**src/hdl/htfd_pkg.sv**
```systemverilog
`timescale 1ns / 1ps
// ----------------------------------------------------------------------------
// htfd_pkg
// Shared types, constants and the CRC-8 byte update for the humidity and
// temperature frame decoder.
// ----------------------------------------------------------------------------
package htfd_pkg;

    localparam logic [7:0]  CRC_INIT    = 8'hFF;
    localparam logic [7:0]  CRC_POLY    = 8'h31;
    localparam logic [14:0] TEMP_SPAN   = 15'd17500;
    localparam logic [13:0] HUM_SPAN    = 14'd10000;
    localparam logic [15:0] ROUND_HALF  = 16'd32767;
    localparam logic [15:0] TEMP_OFFSET = 16'd4500;
    localparam logic [13:0] HUM_MAX     = 14'd10000;

    localparam int TEMP_PROD_W = 31;
    localparam int HUM_PROD_W  = 30;

    typedef enum logic [2:0] {
        POS_T_MSB = 3'd0,
        POS_T_LSB = 3'd1,
        POS_T_CRC = 3'd2,
        POS_H_MSB = 3'd3,
        POS_H_LSB = 3'd4,
        POS_H_CRC = 3'd5
    } byte_pos_t;

    function automatic logic [7:0] crc8_byte(input logic [7:0] crc, input logic [7:0] data);
        logic [7:0] c;
        c = crc ^ data;
        for (int k = 0; k < 8; k++)
        begin
            c = c[7] ? ((c << 1) ^ CRC_POLY) : (c << 1);
        end
        return c;
    endfunction

endpackage

```
**src/hdl/htfd_rx_if.sv**
```systemverilog
`timescale 1ns / 1ps
// ----------------------------------------------------------------------------
// htfd_rx_if
// Request channel that carries one received frame byte.
// ----------------------------------------------------------------------------
interface htfd_rx_if;
    logic       valid;
    logic       ready;
    logic [7:0] rx_byte;
    logic       frame_start;

    modport source (output valid, output rx_byte, output frame_start, input ready);
    modport sink   (input valid, input rx_byte, input frame_start, output ready);
endinterface

```
**src/hdl/htfd_res_if.sv**
```systemverilog
`timescale 1ns / 1ps
// ----------------------------------------------------------------------------
// htfd_res_if
// Request channel that carries one decoded reading with its status.
// ----------------------------------------------------------------------------
interface htfd_res_if;
    logic               valid;
    logic               ready;
    logic               status;
    logic signed [14:0] temperature_cdeg;
    logic        [13:0] humidity_cpct;

    modport source (output valid, output status, output temperature_cdeg,
                    output humidity_cpct, input ready);
    modport sink   (input valid, input status, input temperature_cdeg,
                    input humidity_cpct, output ready);
endinterface

```
**src/hdl/htfd_convert.sv**
```systemverilog
`timescale 1ns / 1ps
// ----------------------------------------------------------------------------
// htfd_convert
// Divides the rounded scaled products by 65535 and maps them to centidegrees
// and clamped centipercent.
// ----------------------------------------------------------------------------
module htfd_convert
    import htfd_pkg::*;
(
    input  logic [TEMP_PROD_W-1:0] prod_t,
    input  logic [HUM_PROD_W-1:0]  prod_h,
    output logic signed [14:0]     temperature_cdeg,
    output logic [13:0]            humidity_cpct
);

    // For x below 65535 * 65536 the quotient x / 65535 equals
    // (x + (x >> 16) + 1) >> 16.
    logic [31:0] sum_t;
    logic [31:0] sum_h;
    logic [15:0] quo_t;
    logic [15:0] quo_h;
    logic [15:0] cdeg;

    assign sum_t = 32'(prod_t) + 32'(prod_t >> 16) + 32'd1;
    assign sum_h = 32'(prod_h) + 32'(prod_h >> 16) + 32'd1;
    assign quo_t = sum_t[31:16];
    assign quo_h = sum_h[31:16];

    assign cdeg             = quo_t - TEMP_OFFSET;
    assign temperature_cdeg = signed'(cdeg[14:0]);
    assign humidity_cpct    = (quo_h > 16'(HUM_MAX)) ? HUM_MAX : quo_h[13:0];

endmodule

```
**src/hdl/humidity_temp_frame_decoder.sv**
```systemverilog
`timescale 1ns / 1ps
// ----------------------------------------------------------------------------
// humidity_temp_frame_decoder
// Assembles six-byte sensor frames, checks both CRC-8 bytes and converts a
// good frame into the last good temperature and humidity reading.
// ----------------------------------------------------------------------------
// The result of a frame becomes valid after its sixth byte is taken, passing
// through the multiplier register and then the result register.
// Throughput: one byte per cycle; the scaling multipliers and result register
// each hold one frame, so input stalls only when both are held by a stalled
// result. Reset clears the byte position, CRC, raw words and last good
// values to their initial state and empties both stages.
module humidity_temp_frame_decoder
    import htfd_pkg::*;
(
    input  logic       clk,
    input  logic       rst_n,
    htfd_rx_if.sink    rx,
    htfd_res_if.source res
);

    byte_pos_t pos_reg, pos_next, pos_eff;
    logic [7:0]  crc_reg, crc_next;
    logic [7:0]  hi_reg, hi_next;
    logic [15:0] raw_t_reg, raw_t_next;
    logic [15:0] raw_h_reg, raw_h_next;
    logic        t_ok_reg, t_ok_next;

    logic                   a_valid_reg, a_valid_next;
    logic                   a_ok_reg, a_ok_next;
    logic [TEMP_PROD_W-1:0] a_prod_t_reg, a_prod_t_next;
    logic [HUM_PROD_W-1:0]  a_prod_h_reg, a_prod_h_next;

    logic               res_valid_reg, res_valid_next;
    logic               status_reg, status_next;
    logic signed [14:0] good_t_reg, good_t_next;
    logic [13:0]        good_h_reg, good_h_next;

    logic               rx_take;
    logic               res_adv;
    logic               a_move;
    logic               frame_done;
    logic signed [14:0] conv_t;
    logic [13:0]        conv_h;

    assign res_adv  = !res_valid_reg || res.ready;
    assign a_move   = a_valid_reg && res_adv;
    assign rx.ready = !a_valid_reg || res_adv;
    assign rx_take  = rx.valid && rx.ready;
    assign pos_eff  = rx.frame_start ? POS_T_MSB : pos_reg;

    always_comb
    begin
        pos_next      = pos_reg;
        crc_next      = crc_reg;
        hi_next       = hi_reg;
        raw_t_next    = raw_t_reg;
        raw_h_next    = raw_h_reg;
        t_ok_next     = t_ok_reg;
        frame_done    = 1'b0;
        a_ok_next     = a_ok_reg;
        a_prod_t_next = a_prod_t_reg;
        a_prod_h_next = a_prod_h_reg;
        if (rx_take)
        begin
            case (pos_eff)
                POS_T_LSB:
                begin
                    crc_next   = crc8_byte(crc_reg, rx.rx_byte);
                    raw_t_next = {hi_reg, rx.rx_byte};
                    pos_next   = POS_T_CRC;
                end
                POS_T_CRC:
                begin
                    t_ok_next = (crc_reg == rx.rx_byte);
                    crc_next  = CRC_INIT;
                    pos_next  = POS_H_MSB;
                end
                POS_H_MSB:
                begin
                    crc_next = crc8_byte(CRC_INIT, rx.rx_byte);
                    hi_next  = rx.rx_byte;
                    pos_next = POS_H_LSB;
                end
                POS_H_LSB:
                begin
                    crc_next   = crc8_byte(crc_reg, rx.rx_byte);
                    raw_h_next = {hi_reg, rx.rx_byte};
                    pos_next   = POS_H_CRC;
                end
                POS_H_CRC:
                begin
                    crc_next      = CRC_INIT;
                    pos_next      = POS_T_MSB;
                    frame_done    = 1'b1;
                    a_ok_next     = t_ok_reg && (crc_reg == rx.rx_byte);
                    a_prod_t_next = TEMP_PROD_W'(raw_t_reg) * TEMP_PROD_W'(TEMP_SPAN)
                                    + TEMP_PROD_W'(ROUND_HALF);
                    a_prod_h_next = HUM_PROD_W'(raw_h_reg) * HUM_PROD_W'(HUM_SPAN)
                                    + HUM_PROD_W'(ROUND_HALF);
                end
                default:
                begin
                    crc_next = crc8_byte(CRC_INIT, rx.rx_byte);
                    hi_next  = rx.rx_byte;
                    pos_next = POS_T_LSB;
                end
            endcase
        end
    end

    always_comb
    begin
        if (frame_done)
        begin
            a_valid_next = 1'b1;
        end
        else if (res_adv)
        begin
            a_valid_next = 1'b0;
        end
        else
        begin
            a_valid_next = a_valid_reg;
        end

        res_valid_next = res_valid_reg;
        status_next    = status_reg;
        good_t_next    = good_t_reg;
        good_h_next    = good_h_reg;
        if (a_move)
        begin
            res_valid_next = 1'b1;
            status_next    = !a_ok_reg;
            if (a_ok_reg)
            begin
                good_t_next = conv_t;
                good_h_next = conv_h;
            end
        end
        else if (res.ready)
        begin
            res_valid_next = 1'b0;
        end
    end

    htfd_convert u_convert (
        .prod_t           (a_prod_t_reg),
        .prod_h           (a_prod_h_reg),
        .temperature_cdeg (conv_t),
        .humidity_cpct    (conv_h)
    );

    always_ff @(posedge clk or negedge rst_n)
    begin
        if (!rst_n)
        begin
            pos_reg       <= POS_T_MSB;
            crc_reg       <= CRC_INIT;
            hi_reg        <= '0;
            raw_t_reg     <= '0;
            raw_h_reg     <= '0;
            t_ok_reg      <= 1'b0;
            a_valid_reg   <= 1'b0;
            a_ok_reg      <= 1'b0;
            res_valid_reg <= 1'b0;
            status_reg    <= 1'b0;
            good_t_reg    <= '0;
            good_h_reg    <= '0;
        end
        else
        begin
            pos_reg       <= pos_next;
            crc_reg       <= crc_next;
            hi_reg        <= hi_next;
            raw_t_reg     <= raw_t_next;
            raw_h_reg     <= raw_h_next;
            t_ok_reg      <= t_ok_next;
            a_valid_reg   <= a_valid_next;
            a_ok_reg      <= a_ok_next;
            res_valid_reg <= res_valid_next;
            status_reg    <= status_next;
            good_t_reg    <= good_t_next;
            good_h_reg    <= good_h_next;
        end
    end

    always_ff @(posedge clk)
    begin
        a_prod_t_reg <= a_prod_t_next;
        a_prod_h_reg <= a_prod_h_next;
    end

    assign res.valid            = res_valid_reg;
    assign res.status           = status_reg;
    assign res.temperature_cdeg = good_t_reg;
    assign res.humidity_cpct    = good_h_reg;

endmodule

```
**src/flat_wrapper.sv**
```systemverilog
// flat-port wrapper written by rule: the top's interface ports become plain ports
module humidity_temp_frame_decoder_flat import htfd_pkg::*;
  (clk, rst_n, rx_valid, rx_rx_byte, rx_frame_start, rx_ready, res_valid, res_status, res_temperature_cdeg, res_humidity_cpct, res_ready);
  htfd_rx_if rx_i ();
  htfd_res_if res_i ();
  input  logic clk;
  input  logic rst_n;
  input wire logic [$bits(rx_i.valid)-1:0] rx_valid;
  input wire logic [$bits(rx_i.rx_byte)-1:0] rx_rx_byte;
  input wire logic [$bits(rx_i.frame_start)-1:0] rx_frame_start;
  output wire logic [$bits(rx_i.ready)-1:0] rx_ready;
  output wire logic [$bits(res_i.valid)-1:0] res_valid;
  output wire logic [$bits(res_i.status)-1:0] res_status;
  output wire logic [$bits(res_i.temperature_cdeg)-1:0] res_temperature_cdeg;
  output wire logic [$bits(res_i.humidity_cpct)-1:0] res_humidity_cpct;
  input wire logic [$bits(res_i.ready)-1:0] res_ready;
  assign rx_i.valid = rx_valid;
  assign rx_i.rx_byte = rx_rx_byte;
  assign rx_i.frame_start = rx_frame_start;
  assign rx_ready = rx_i.ready;
  assign res_valid = res_i.valid;
  assign res_status = res_i.status;
  assign res_temperature_cdeg = res_i.temperature_cdeg;
  assign res_humidity_cpct = res_i.humidity_cpct;
  assign res_i.ready = res_ready;
  humidity_temp_frame_decoder u_core (.clk(clk), .rst_n(rst_n), .rx(rx_i), .res(res_i));
endmodule
```
**config.mk**
```make
export PLATFORM = sky130hd
export DESIGN_NAME = humidity_temp_frame_decoder_flat
export DESIGN_NICKNAME = d
export VERILOG_FILES = /design/src/hdl/htfd_pkg.sv /design/src/hdl/htfd_rx_if.sv /design/src/hdl/htfd_res_if.sv /design/src/hdl/htfd_convert.sv /design/src/hdl/humidity_temp_frame_decoder.sv /design/src/flat_wrapper.sv
export SDC_FILE = /design/constraint.sdc
export NUM_CORES = 1
export LEC_CHECK = 0
export CAP_MARGIN = 20
export CORE_UTILIZATION = 30
export DETAILED_ROUTE_END_ITERATION = 16
export DONT_BUFFER_PORTS = 1
export PLACE_DENSITY = 0.43
export SETUP_SLACK_MARGIN = 0.5
export SLEW_MARGIN = 30
export SYNTH_ARGS = -nofsm -noshare
export SYNTH_HDL_FRONTEND = slang
export SYNTH_SLANG_ARGS = --single-unit
```
**constraint.sdc**
```tcl
create_clock -name clk -period 5.78 [get_ports clk]
set_input_delay 1.156 -clock clk [delete_from_list [all_inputs] [get_ports clk]]
set_output_delay 1.156 -clock clk [all_outputs]
set_load 0.01 [all_outputs]
```
==> results.toml <==
[floorplan]
rows = 78
core_area_sq_mm = 0.04528
io_pins = 45
die_y_um = 216.3
start_util_pct = 30.41
die-area_sq_mm = 0.04676
die_w_um = 216.3

[yosys]
avgSynthCellArea_sq_um = 9.732
synth_warnings = 0
synth.distinct_cells = 84
synth_nets = 1703
synth-main-ff-cell = "dfrtp_1"
synth_seq_cells = 140
syn-cell-area_sq_mm = 0.01377
synth_largest_area_cell = "ha_1"
ys_seq_area_share_pct = 27.51
synth_edf_count = 55
synth_cells = 1415
synth_top_area_share_pct = 17.72
async_flop_share_pct = 60.71
yosys-top-cells-area = "ha_1 (18%), dfrtp_1 (14%), edfxtp_1 (12%)"

[clocking]
cts-buffers-inserted = 17
hold_buffers = 0
cts_sinks = 140
clk_path_buf_depth = 2
insertion_delay_ns = 0.47
cts.htree.levels = 4
cts.reportedPaths.clkPinSlew_ns = 0.07
root_buffer = "clkbuf_16"
cts_tree = "built"

[status]
status = "complete, no violations"

[cells_and_area]
fin_nets = 1772
ff_latch_area_sq_mm = 0.003809
drive_above_1_share_pct = 22.24
multi_input_area_sq_mm = 0.009901
largest_register_ffs = 29
area_delta_synth_final_pct = 20.21
n_fill_cell = 4588
num_antenna_cells = 0

[global_routing]
grt_overflow = 0
grt_pass1_vias = 9793
gr-usage-all-layers_pct = 14.40
grt_start_max_net_pins = 86
grt_pass1_wl_um = 52780
grt_antenna_before_repair = 0

[setup_path]
end_kind = "flop"
worstPathMaxFanout = 5
crit_arrival_ns = 5.45
start_kind = "flop"
crit_type = "reg2reg"
rr_startpoint = "u_core.raw_h_reg[6]"
cp-startpoint = "u_core.raw_h_reg[6]"
cp.required_ns = 5.99

[sta]
finalWorstSetupSlack_ns = 0.5486
slew-limit-headroom_pct = 38.77
rsz0062_at_grt = "true"
hold_slack_ns = 0.4071
clock_skew_ns = 0.01219
finalSetupViolations = 0
setup-tns-final_ns = 0
hold_viol_final = 0
max_freq_mhz = 191.2
min_period_ns = 5.231
timing.final.crit_share_pct = 90.51
slew_viol_final = 0
tightest_slew_ns = 0.9106

[worst_hold_path]
worst_hold_path_type = "in2async"

[detailed_routing]
dr.pass1.iters = 4
drt_iter0_drc = 356
wire_per_inst_um = 15.31
wl_um = 32110
vias = 9659
ant_nets = 0
via_per_inst = 4.606
drc = 0

[placed_design]
gp_congestion = 0.8021
portBuffers = 0
dp_hpwl_um = 25590
place_ws_ns = 0.1043

[job]
cap_violations = 0
[metal layers]
metal	wire (um)	vias to the layer above	track usage, %
met3	1223	27	3.523
met2	14360	101	22.20
li1	-	4970	-
met1	16070	4561	19.79
met4	468	0	4.343
met5	0	-	0
[logic make-up after synthesis]
logic type | share of synthesized area [%]
AND/OR/NAND/NOR | 11.33
adder cells (fa/ha/maj) | 29.35
buffers and inverters | 7.332
AO/OA/AOI/OAI | 11.84
XOR/XNOR | 9.068
flip-flops | 27.51
multiplexers | 3.571
[cell type report]
cell class                      instances  area share [%]
Multi-Input combinational cell       1008           59.81
Sequential cell                       140           23.01
Inverter                              233           5.299
Tap cell                              600           4.535
Timing Repair Buffer                   84           3.832
Clock buffer                           17           2.570
Clock inverter                         15          0.9448
[critical path: stages, from the launching register on]
cell and delay (ns):
dfrtp_1 0.36, inv_2 0.07, fa_1 0.55, inv_2 0.05
ha_4 0.26, inv_2 0.03, fa_1 0.51, inv_2 0.05
ha_4 0.25, inv_2 0.03, fa_2 0.52, inv_2 0.04
ha_4 0.29, nand2_1 0.09, o21ai_4 0.20, nand3_2 0.11
a31o_2 0.22, a31o_2 0.27, nor4_4 0.28, and2_4 0.20
nand3_4 0.09, nor4_4 0.25, xnor3_1 0.24
[synthesized netlist by cell type (27+ instances only)]
| cell type | count |
|---|---|
| inv_1 | 233 |
| ha_1 | 195 |
| xnor2_1 | 96 |
| nand2_1 | 88 |
| fa_1 | 80 |
| dfrtp_1 | 77 |
| nor2_1 | 77 |
| edfxtp_1 | 55 |
| a21oi_1 | 46 |
| o21ai_0 | 45 |
| xor2_1 | 44 |
| mux2_2 | 41 |
| clkbuf_1 | 27 |
[path summary, 6_finish.rpt]
| path | end | slack [ns] | depth (start not counted) |
|---|---|---|---|
| worst max-delay path | u_core.a_prod_h_reg[29] | 0.55 | 22 |
| worst min-delay path | u_core.t_ok_reg | 0.41 | 0 |
| worst max register to register | u_core.a_prod_h_reg[29] | 0.55 | 22 |
| worst min register to register | u_core.res.status | 0.49 | 1 |
| max in group asynchronous | u_core.crc_reg[2] | 5.14 | 0 |
| min in group clk | u_core.res.status | 0.49 | 1 |
[through the flow]
stage / area [sq um] / cells / utilization [%]
4_1_cts: 15720 / 2068 / 34.70
2_1_floorplan: 13840 / 1415 / -
5_1_grt: 16550 / 2097 / 36.56
3_3_place_gp: 14680 / 2011 / 32.41
3_5_place_dp: 14680 / 2011 / 32.42
6_report: 16550 / 2097 / 36.56
[placed cells by master, fill, tap and decap left out, types with 10 or more instances in the layout]
cell type    n
inv_1      218
ha_1       166
xnor2_1     88
nand2_1     84
buf_4       83
fa_1        78
nor2_1      70
dfrtp_1     61
edfxtp_1    55
o21ai_0     41
xor2_1      41
mux2_2      41
a21oi_1     37
ha_4        25
a21o_1      21
nand3_1     18
nor3_1      18
clkbuf_16   17
nand4_1     16
dfrtp_2     16
inv_2       14
o21a_1      14
a211oi_1    11
nand2b_1    11
o31ai_1     10
[timing repair]
item                       4_1_cts  5_1_grt
setup endpoints to repair       16       18
setup buffers                   25       29
resized for setup               56      115
gates cloned                     0        0
hold endpoints to repair         0        0
pin swaps                       19       70
Power is left out: the tool's default activity adds up to more than one toggle a clock period on the data nets, which glitch-free logic cannot reach.
